--- src/design/sems_pkg.sv ---
`timescale 1ns / 1ps
`default_nettype none

package sems_pkg;

    localparam int SAMPLE_W = 16;
    localparam int WIN_DEPTH = 32;
    localparam int RING_DEPTH = 16;

    localparam logic [2:0] REG_WINDOW = 3'd0;
    localparam logic [2:0] REG_EVENTS = 3'd1;
    localparam logic [2:0] REG_QUANT = 3'd2;
    localparam logic [2:0] REG_KMER = 3'd3;
    localparam logic [2:0] REG_THRESH = 3'd4;
    localparam logic [2:0] REG_FMIN = 3'd5;
    localparam logic [2:0] REG_FMAX = 3'd6;
    localparam logic [2:0] REG_FSHARE = 3'd7;

    localparam logic [4:0] OP_NONE = 5'd0;
    localparam logic [4:0] OP_LOAD = 5'd1;
    localparam logic [4:0] OP_KEEP = 5'd2;
    localparam logic [4:0] OP_MUL2 = 5'd3;
    localparam logic [4:0] OP_DIV0 = 5'd4;
    localparam logic [4:0] OP_DIV = 5'd5;
    localparam logic [4:0] OP_UPD = 5'd6;
    localparam logic [4:0] OP_H1 = 5'd7;
    localparam logic [4:0] OP_H2 = 5'd8;
    localparam logic [4:0] OP_EMIT_ENT = 5'd9;
    localparam logic [4:0] OP_WIN = 5'd10;
    localparam logic [4:0] OP_TWIN = 5'd11;
    localparam logic [4:0] OP_EMIT_MIN = 5'd12;
    localparam logic [4:0] OP_SETMIN = 5'd13;
    localparam logic [4:0] OP_RSINIT = 5'd14;
    localparam logic [4:0] OP_RSCAN = 5'd15;
    localparam logic [4:0] OP_SCAN0 = 5'd16;
    localparam logic [4:0] OP_WEND = 5'd17;
    localparam logic [4:0] OP_CLEAR = 5'd18;
    localparam logic [4:0] OP_FINAL = 5'd19;

    typedef struct packed {
        logic [4:0] op;
        logic       full;
    } sems_cmd_t;

    typedef struct packed {
        logic keep;
        logic ring_full;
        logic plain;
        logic cond_a;
        logic w_one;
        logic less_eq;
        logic same_slot;
        logic ge_e;
        logic ge_e1;
        logic min_valid;
        logic room;
        logic adv;
        logic scan_last;
        logic div_done;
        logic flush;
        logic last_item;
        logic pend_v;
        logic fin_ok;
    } sems_stat_t;

    function automatic logic [31:0] mix_lo(input logic [31:0] k);
        logic [31:0] k1;
        logic [31:0] k2;
        k1 = ~k + (k << 21);
        k2 = k1 ^ (k1 >> 24);
        return k2 + (k2 << 3) + (k2 << 8);
    endfunction

    function automatic logic [31:0] mix_hi(input logic [31:0] k);
        logic [31:0] k4;
        logic [31:0] k5;
        logic [31:0] k6;
        k4 = k ^ (k >> 14);
        k5 = k4 + (k4 << 2) + (k4 << 4);
        k6 = k5 ^ (k5 >> 28);
        return k6 + (k6 << 31);
    endfunction

endpackage

`default_nettype wire

--- src/design/sems_ctrl.sv ---
`timescale 1ns / 1ps
`default_nettype none

module sems_ctrl (
    input  wire logic                 clk,
    input  wire logic                 rst_n,
    input  wire logic                 in_valid,
    output logic                      in_ready,
    output sems_pkg::sems_cmd_t       cmd,
    input  wire sems_pkg::sems_stat_t stat
);
    import sems_pkg::*;

    localparam logic [4:0] S_IDLE = 5'd0;
    localparam logic [4:0] S_KEEP = 5'd1;
    localparam logic [4:0] S_MUL2 = 5'd2;
    localparam logic [4:0] S_DIV0 = 5'd3;
    localparam logic [4:0] S_DIV = 5'd4;
    localparam logic [4:0] S_UPD = 5'd5;
    localparam logic [4:0] S_H1 = 5'd6;
    localparam logic [4:0] S_H2 = 5'd7;
    localparam logic [4:0] S_PLAIN = 5'd8;
    localparam logic [4:0] S_WIN = 5'd9;
    localparam logic [4:0] S_TWA = 5'd10;
    localparam logic [4:0] S_BSEL = 5'd11;
    localparam logic [4:0] S_EML = 5'd12;
    localparam logic [4:0] S_SETMIN = 5'd13;
    localparam logic [4:0] S_EMQ = 5'd14;
    localparam logic [4:0] S_RSI = 5'd15;
    localparam logic [4:0] S_RS = 5'd16;
    localparam logic [4:0] S_RSX = 5'd17;
    localparam logic [4:0] S_TWB = 5'd18;
    localparam logic [4:0] S_WEND = 5'd19;
    localparam logic [4:0] S_TAIL = 5'd20;
    localparam logic [4:0] S_CLR = 5'd21;
    localparam logic [4:0] S_FIN = 5'd22;

    logic [4:0] state_reg;
    logic [4:0] state_next;

    always_ff @(posedge clk or negedge rst_n) begin
        if (!rst_n)
        begin
            state_reg <= S_IDLE;
        end
        else
        begin
            state_reg <= state_next;
        end
    end

    always_comb
    begin
        state_next = state_reg;
        cmd.op = OP_NONE;
        cmd.full = 1'b0;
        in_ready = 1'b0;
        unique case (state_reg)
            S_IDLE:
            begin
                in_ready = 1'b1;
                if (in_valid)
                begin
                    cmd.op = OP_LOAD;
                    state_next = S_KEEP;
                end
            end
            S_KEEP:
            begin
                cmd.op = OP_KEEP;
                state_next = stat.keep ? S_MUL2 : S_TAIL;
            end
            S_MUL2:
            begin
                cmd.op = OP_MUL2;
                state_next = S_DIV0;
            end
            S_DIV0:
            begin
                cmd.op = OP_DIV0;
                state_next = S_DIV;
            end
            S_DIV:
            begin
                cmd.op = OP_DIV;
                if (stat.div_done)
                    state_next = S_UPD;
            end
            S_UPD:
            begin
                cmd.op = OP_UPD;
                state_next = S_H1;
            end
            S_H1:
            begin
                cmd.op = OP_H1;
                state_next = S_H2;
            end
            S_H2:
            begin
                cmd.op = OP_H2;
                if (!stat.ring_full)
                    state_next = S_TAIL;
                else if (stat.plain)
                    state_next = S_PLAIN;
                else
                    state_next = S_WIN;
            end
            S_PLAIN:
            begin
                cmd.op = OP_EMIT_ENT;
                if (stat.room)
                    state_next = S_TAIL;
            end
            S_WIN:
            begin
                cmd.op = OP_WIN;
                state_next = (stat.cond_a && !stat.w_one) ? S_TWA : S_BSEL;
            end
            S_TWA:
            begin
                cmd.op = OP_TWIN;
                if (stat.adv && stat.scan_last)
                    state_next = S_BSEL;
            end
            S_BSEL:
            begin
                priority if (stat.less_eq)
                    state_next = (stat.ge_e && stat.min_valid) ? S_EML : S_SETMIN;
                else if (stat.same_slot)
                    state_next = (stat.ge_e1 && stat.min_valid) ? S_EMQ : S_RSI;
                else
                    state_next = S_WEND;
            end
            S_EML:
            begin
                cmd.op = OP_EMIT_MIN;
                if (stat.room)
                    state_next = S_SETMIN;
            end
            S_SETMIN:
            begin
                cmd.op = OP_SETMIN;
                state_next = S_WEND;
            end
            S_EMQ:
            begin
                cmd.op = OP_EMIT_MIN;
                if (stat.room)
                    state_next = S_RSI;
            end
            S_RSI:
            begin
                cmd.op = OP_RSINIT;
                state_next = S_RS;
            end
            S_RS:
            begin
                cmd.op = OP_RSCAN;
                cmd.full = 1'b1;
                if (stat.scan_last)
                    state_next = S_RSX;
            end
            S_RSX:
            begin
                cmd.op = OP_SCAN0;
                state_next = (stat.ge_e1 && stat.min_valid) ? S_TWB : S_WEND;
            end
            S_TWB:
            begin
                cmd.op = OP_TWIN;
                cmd.full = 1'b1;
                if (stat.adv && stat.scan_last)
                    state_next = S_WEND;
            end
            S_WEND:
            begin
                cmd.op = OP_WEND;
                state_next = S_TAIL;
            end
            S_TAIL:
            begin
                priority if (stat.flush)
                begin
                    cmd.op = OP_EMIT_MIN;
                    if (stat.room)
                        state_next = S_CLR;
                end
                else if (stat.last_item)
                    state_next = S_CLR;
                else
                    state_next = S_FIN;
            end
            S_CLR:
            begin
                cmd.op = OP_CLEAR;
                state_next = S_FIN;
            end
            S_FIN:
            begin
                cmd.op = OP_FINAL;
                if (stat.fin_ok)
                    state_next = S_IDLE;
            end
            default:
            begin
                state_next = S_IDLE;
            end
        endcase
    end

    a_idle_empty: assert property (@(posedge clk) disable iff (!rst_n)
        (state_reg == S_IDLE) |-> !stat.pend_v)
        else $error("pending result left over at idle");

    a_plain_only: assert property (@(posedge clk) disable iff (!rst_n)
        (state_reg == S_PLAIN) |-> stat.plain)
        else $error("plain emit outside plain mode");

    a_div_follow: assert property (@(posedge clk) disable iff (!rst_n)
        (state_reg == S_DIV0) |=> (state_reg == S_DIV))
        else $error("divider start not followed by steps");

endmodule

`default_nettype wire

--- config.mk ---
export PLATFORM = sky130hd
export DESIGN_NAME = sems_ctrl
export DESIGN_NICKNAME = d
export VERILOG_FILES = /design/src/design/sems_pkg.sv /design/src/design/sems_ctrl.sv
export SDC_FILE = /design/constraint.sdc
export NUM_CORES = 1
export LEC_CHECK = 0
export ABC_CLOCK_PERIOD_IN_PS = 6550
export BUFFER_PORTS_ARGS = -buffer_cell sky130_fd_sc_hd__buf_2
export CAP_MARGIN = 15
export CORE_UTILIZATION = 56
export CTS_BUF_LIST = sky130_fd_sc_hd__clkbuf_4
export CTS_CLUSTER_DIAMETER = 40
export DETAILED_ROUTE_END_ITERATION = 6
export GPL_ROUTABILITY_DRIVEN = 0
export PLACE_DENSITY = 0.87
export SLEW_MARGIN = 20
export SYNTH_ARGS = -nofsm -noshare
export SYNTH_HDL_FRONTEND = slang
export SYNTH_SLANG_ARGS = --single-unit
--- constraint.sdc ---
create_clock -name clk -period 6.55 [get_ports clk]
set_input_delay 1.965 -clock clk [delete_from_list [all_inputs] [get_ports clk]]
set_output_delay 1.965 -clock clk [all_outputs]
set_load 0.1 [all_outputs]
==> run_results.csv <==
group,metric,value,unit
synthesis,syn_area_per_cell,6.88,um^2
placed_design,place.detailed.hpwl,1590,um
timing,post-route-min-period,4930,ps
worst_setup_path,critical_path_buf_inv_count,2,
timing,fmaxAchievable,203,MHz
placed_design,numPlacedInstances,156,
routing,drt-pass1-iter-count,4,
synthesis,ys_seq_area_share,14.3,%
die,initial_utilization,63.2,%
synthesis,post_synth_num_cell_types,43,
global_routing,grt_pass1_vias,876,
clock_network,cts_made_buffers,3,
synthesis,yosys_most_used_dff,"sky130_fd_sc_hd__dfrtp_1",
worst_setup_path,worst-path-max-fanout,4,
synthesis,ys.warnings.count,0,
timing,skew,1.06,ps
clock_network,tritoncts_num_sinks,5,
synthesis,synthCells,127,
timing,tns,0,ps
synthesis,ys_seq_elements,5,
timing,timing_hold_violations_final,0,
clock_network,tritoncts,"built",
flow_run,drv_cap,0,
clock_network,post-cts-setup-buffers,0,
final_layout,synthToLayoutAreaGrowth,14.0,%
worst_setup_path,slowest_delay,450,ps
final_layout,layout.nets,167,
worst_setup_path,critPathKind,"input port to output port",
worst_setup_path,cp-start-kind,"input port",
global_routing,grt_overflow_total,0,
global_routing,largest_net_degree_at_the_start_of_global_routing,33,
synthesis,synth-edff-count,0,
final_layout,core_occupancy_in_the_finished_layout,72.0,%
clock_network,clock_insertion_delay_worst_skew,240,ps
die,floorplan.die_area,0.00172,mm^2
worst_setup_path,critPathArrivalTime,2960,ps
outcome,outcome,"complete, no violations",
clock_network,cts.htree.levels,1,
die,dieWidth,41.5,um
worst_hold_path,holdCritPathClass,"flip-flop to flip-flop",
clock_network,cts_buffer_depth,2,
routing,routed-via-count,1027,
timing,slew_violations,0,
routing,drt_first_iter_violations,59,
clock_network,clk_pin_slew_worst_paths,40,ps
final_layout,largest_register_ffs,5,
worst_setup_path,cp.required,4590,ps
synthesis,asyncSetResetFlopFracSynth,100,%
timing,post-route-period-util,75.3,%
worst_setup_path,crit_family,"buffers and inverters",
routing,ant_nets,0,
die,core.rowCount,13,
die,io_pins,28,
timing,rsz0062_at_grt,"false",
timing,tightest_slew,875,ps
worst_setup_path,critical_path_s_slowest_cell,"sky130_fd_sc_hd__buf_2",
synthesis,synth_area,873,um^2
final_layout,antenna_cells_inserted,0,
clock_network,clock_tree.root_cell,"sky130_fd_sc_hd__clkbuf_4",
routing,drt-vias-per-instance,6.42,
die,core_area,0.00138,mm^2
worst_setup_path,cp_common_cell,"sky130_fd_sc_hd__buf_2",
global_routing,grt_use_total,27.2,%
die,die_h,41.5,um
timing,hold-worst-slack,891,ps
timing,setup-violations-final,0,
worst_setup_path,timing.critical_path.to_type,"output port",
global_routing,grt_pass1_wl,3830,um
clock_network,post_cts_resized,0,
worst_setup_path,worst_path_cell_trace,"buf_2, nand2_1, a21oi_1, a31oi_1, o22ai_1, buf_2",
routing,drt_wl_total,2270,um
placed_design,port-buffer-count,26,
clock_network,cts_hold_repair.buffers,0,
timing,timing.max_slew.rel_slack,41.6,%
final_layout,drive_gt1_share,26.9,%
final_layout,post_route_insts_no_fill,160,
routing,detail_route.wl_per_cell,14.2,um
global_routing,antenna_found_initial,0,
synthesis,synth_fp_nets,148,
routing,post-route-drc-count,0,
==> final cells by class <==
type	count	area, um^2
clock buffer	4	30.0
fill	116	387
inverter	3	11.3
multi-input combinational	107	681
sequential	5	125
tap	15	18.8
timing repair buffer	26	130
==> per-stage QoR <==
stage	setup WS, ps	cell area (um^2)
floorplan	682	873
global placement	1630	966
detailed placement	1620	966
CTS	1620	996
global route	1480	996
finish	1620	996
==> cell usage after synthesis, types with 3 or more instances <==
cell	instances	area, um^2
sky130_fd_sc_hd__a21oi_1	9	45.0
sky130_fd_sc_hd__nor2b_1	5	31.3
sky130_fd_sc_hd__nand2b_1	5	31.3
sky130_fd_sc_hd__mux2_4	4	60.1
sky130_fd_sc_hd__a31oi_1	4	25.0
sky130_fd_sc_hd__nand3_1	4	20.0
sky130_fd_sc_hd__nand2_1	15	56.3
sky130_fd_sc_hd__buf_2	3	15.0
sky130_fd_sc_hd__dfrtp_1	5	125
sky130_fd_sc_hd__a211oi_1	3	22.5
sky130_fd_sc_hd__nor2_1	13	48.8
sky130_fd_sc_hd__clkbuf_1	8	30.0
sky130_fd_sc_hd__nor3_1	3	15.0
sky130_fd_sc_hd__o21ai_0	9	45.0
==> worst register-to-register path, delay by kind of cell, from the launching register on <==
family / cells / cell delay (ps)
simple gates: 2 / 950
flops: 1 / 910
mux: 1 / 300
compound gates: 2 / 290
==> cell families (layout without fill, tap and decap cells) <==
family | after synthesis | count (layout) | synth area share (%)
multiplexers | 5 | 5 | 8.17
buffers and inverters | 15 | 33 | 7.74
AO/OA/AOI/OAI | 45 | 45 | 36.1
AND/OR/NAND/NOR | 56 | 56 | 32.7
XOR/XNOR | 1 | 1 | 1.00
flip-flops | 5 | 5 | 14.3
==> worst paths after layout <==
path / from / endpoint / slack (ps) / depth (start not counted)
min in group asynchronous: rst_n / state_reg[2] / 1530 / 1
min: state_reg[0] / state_reg[0] / 890 / 2
max reg2reg: state_reg[2] / state_reg[3] / 3990 / 5
max in group asynchronous: rst_n / state_reg[0] / 4900 / 1
max: stat[3] / cmd[3] / 1620 / 6
min reg2reg: state_reg[0] / state_reg[0] / 890 / 2
==> placed cells by master (no fill, tap or decap), types with 2 or more instances in the layout <==
master and count:
sky130_fd_sc_hd__mux2_4 4, sky130_fd_sc_hd__a31oi_1 4, sky130_fd_sc_hd__nand2_1 15, sky130_fd_sc_hd__nor3_1 3, sky130_fd_sc_hd__dfrtp_1 5, sky130_fd_sc_hd__nor2_1 13
sky130_fd_sc_hd__o22ai_1 2, sky130_fd_sc_hd__nand2b_1 5, sky130_fd_sc_hd__o32a_1 2, sky130_fd_sc_hd__buf_2 26, sky130_fd_sc_hd__nor3b_1 2, sky130_fd_sc_hd__nand3_1 4
sky130_fd_sc_hd__a21oi_1 9, sky130_fd_sc_hd__o21bai_1 2, sky130_fd_sc_hd__inv_1 2, sky130_fd_sc_hd__nor2b_1 5, sky130_fd_sc_hd__nor4_1 2, sky130_fd_sc_hd__o211ai_1 2
sky130_fd_sc_hd__a211oi_1 3, sky130_fd_sc_hd__o21ai_0 9, sky130_fd_sc_hd__clkbuf_4 4, sky130_fd_sc_hd__a2111oi_0 2
==> layer usage <==
layer / global-route usage (%) / routed length, um / part of all wire (%) / up-vias
li1: - / - / - / 513
met1: 40.0 / 1030 / 45 / 451
met2: 41.6 / 1050 / 46 / 63
met3: 2.61 / 191 / 8.4 / 0
met4: 8.39 / 0 / 0 / 0
met5: 0 / 0 / 0 / -
Power is left out: the tool's default activity adds up to more than one toggle a clock period on the data nets, which glitch-free logic cannot reach.
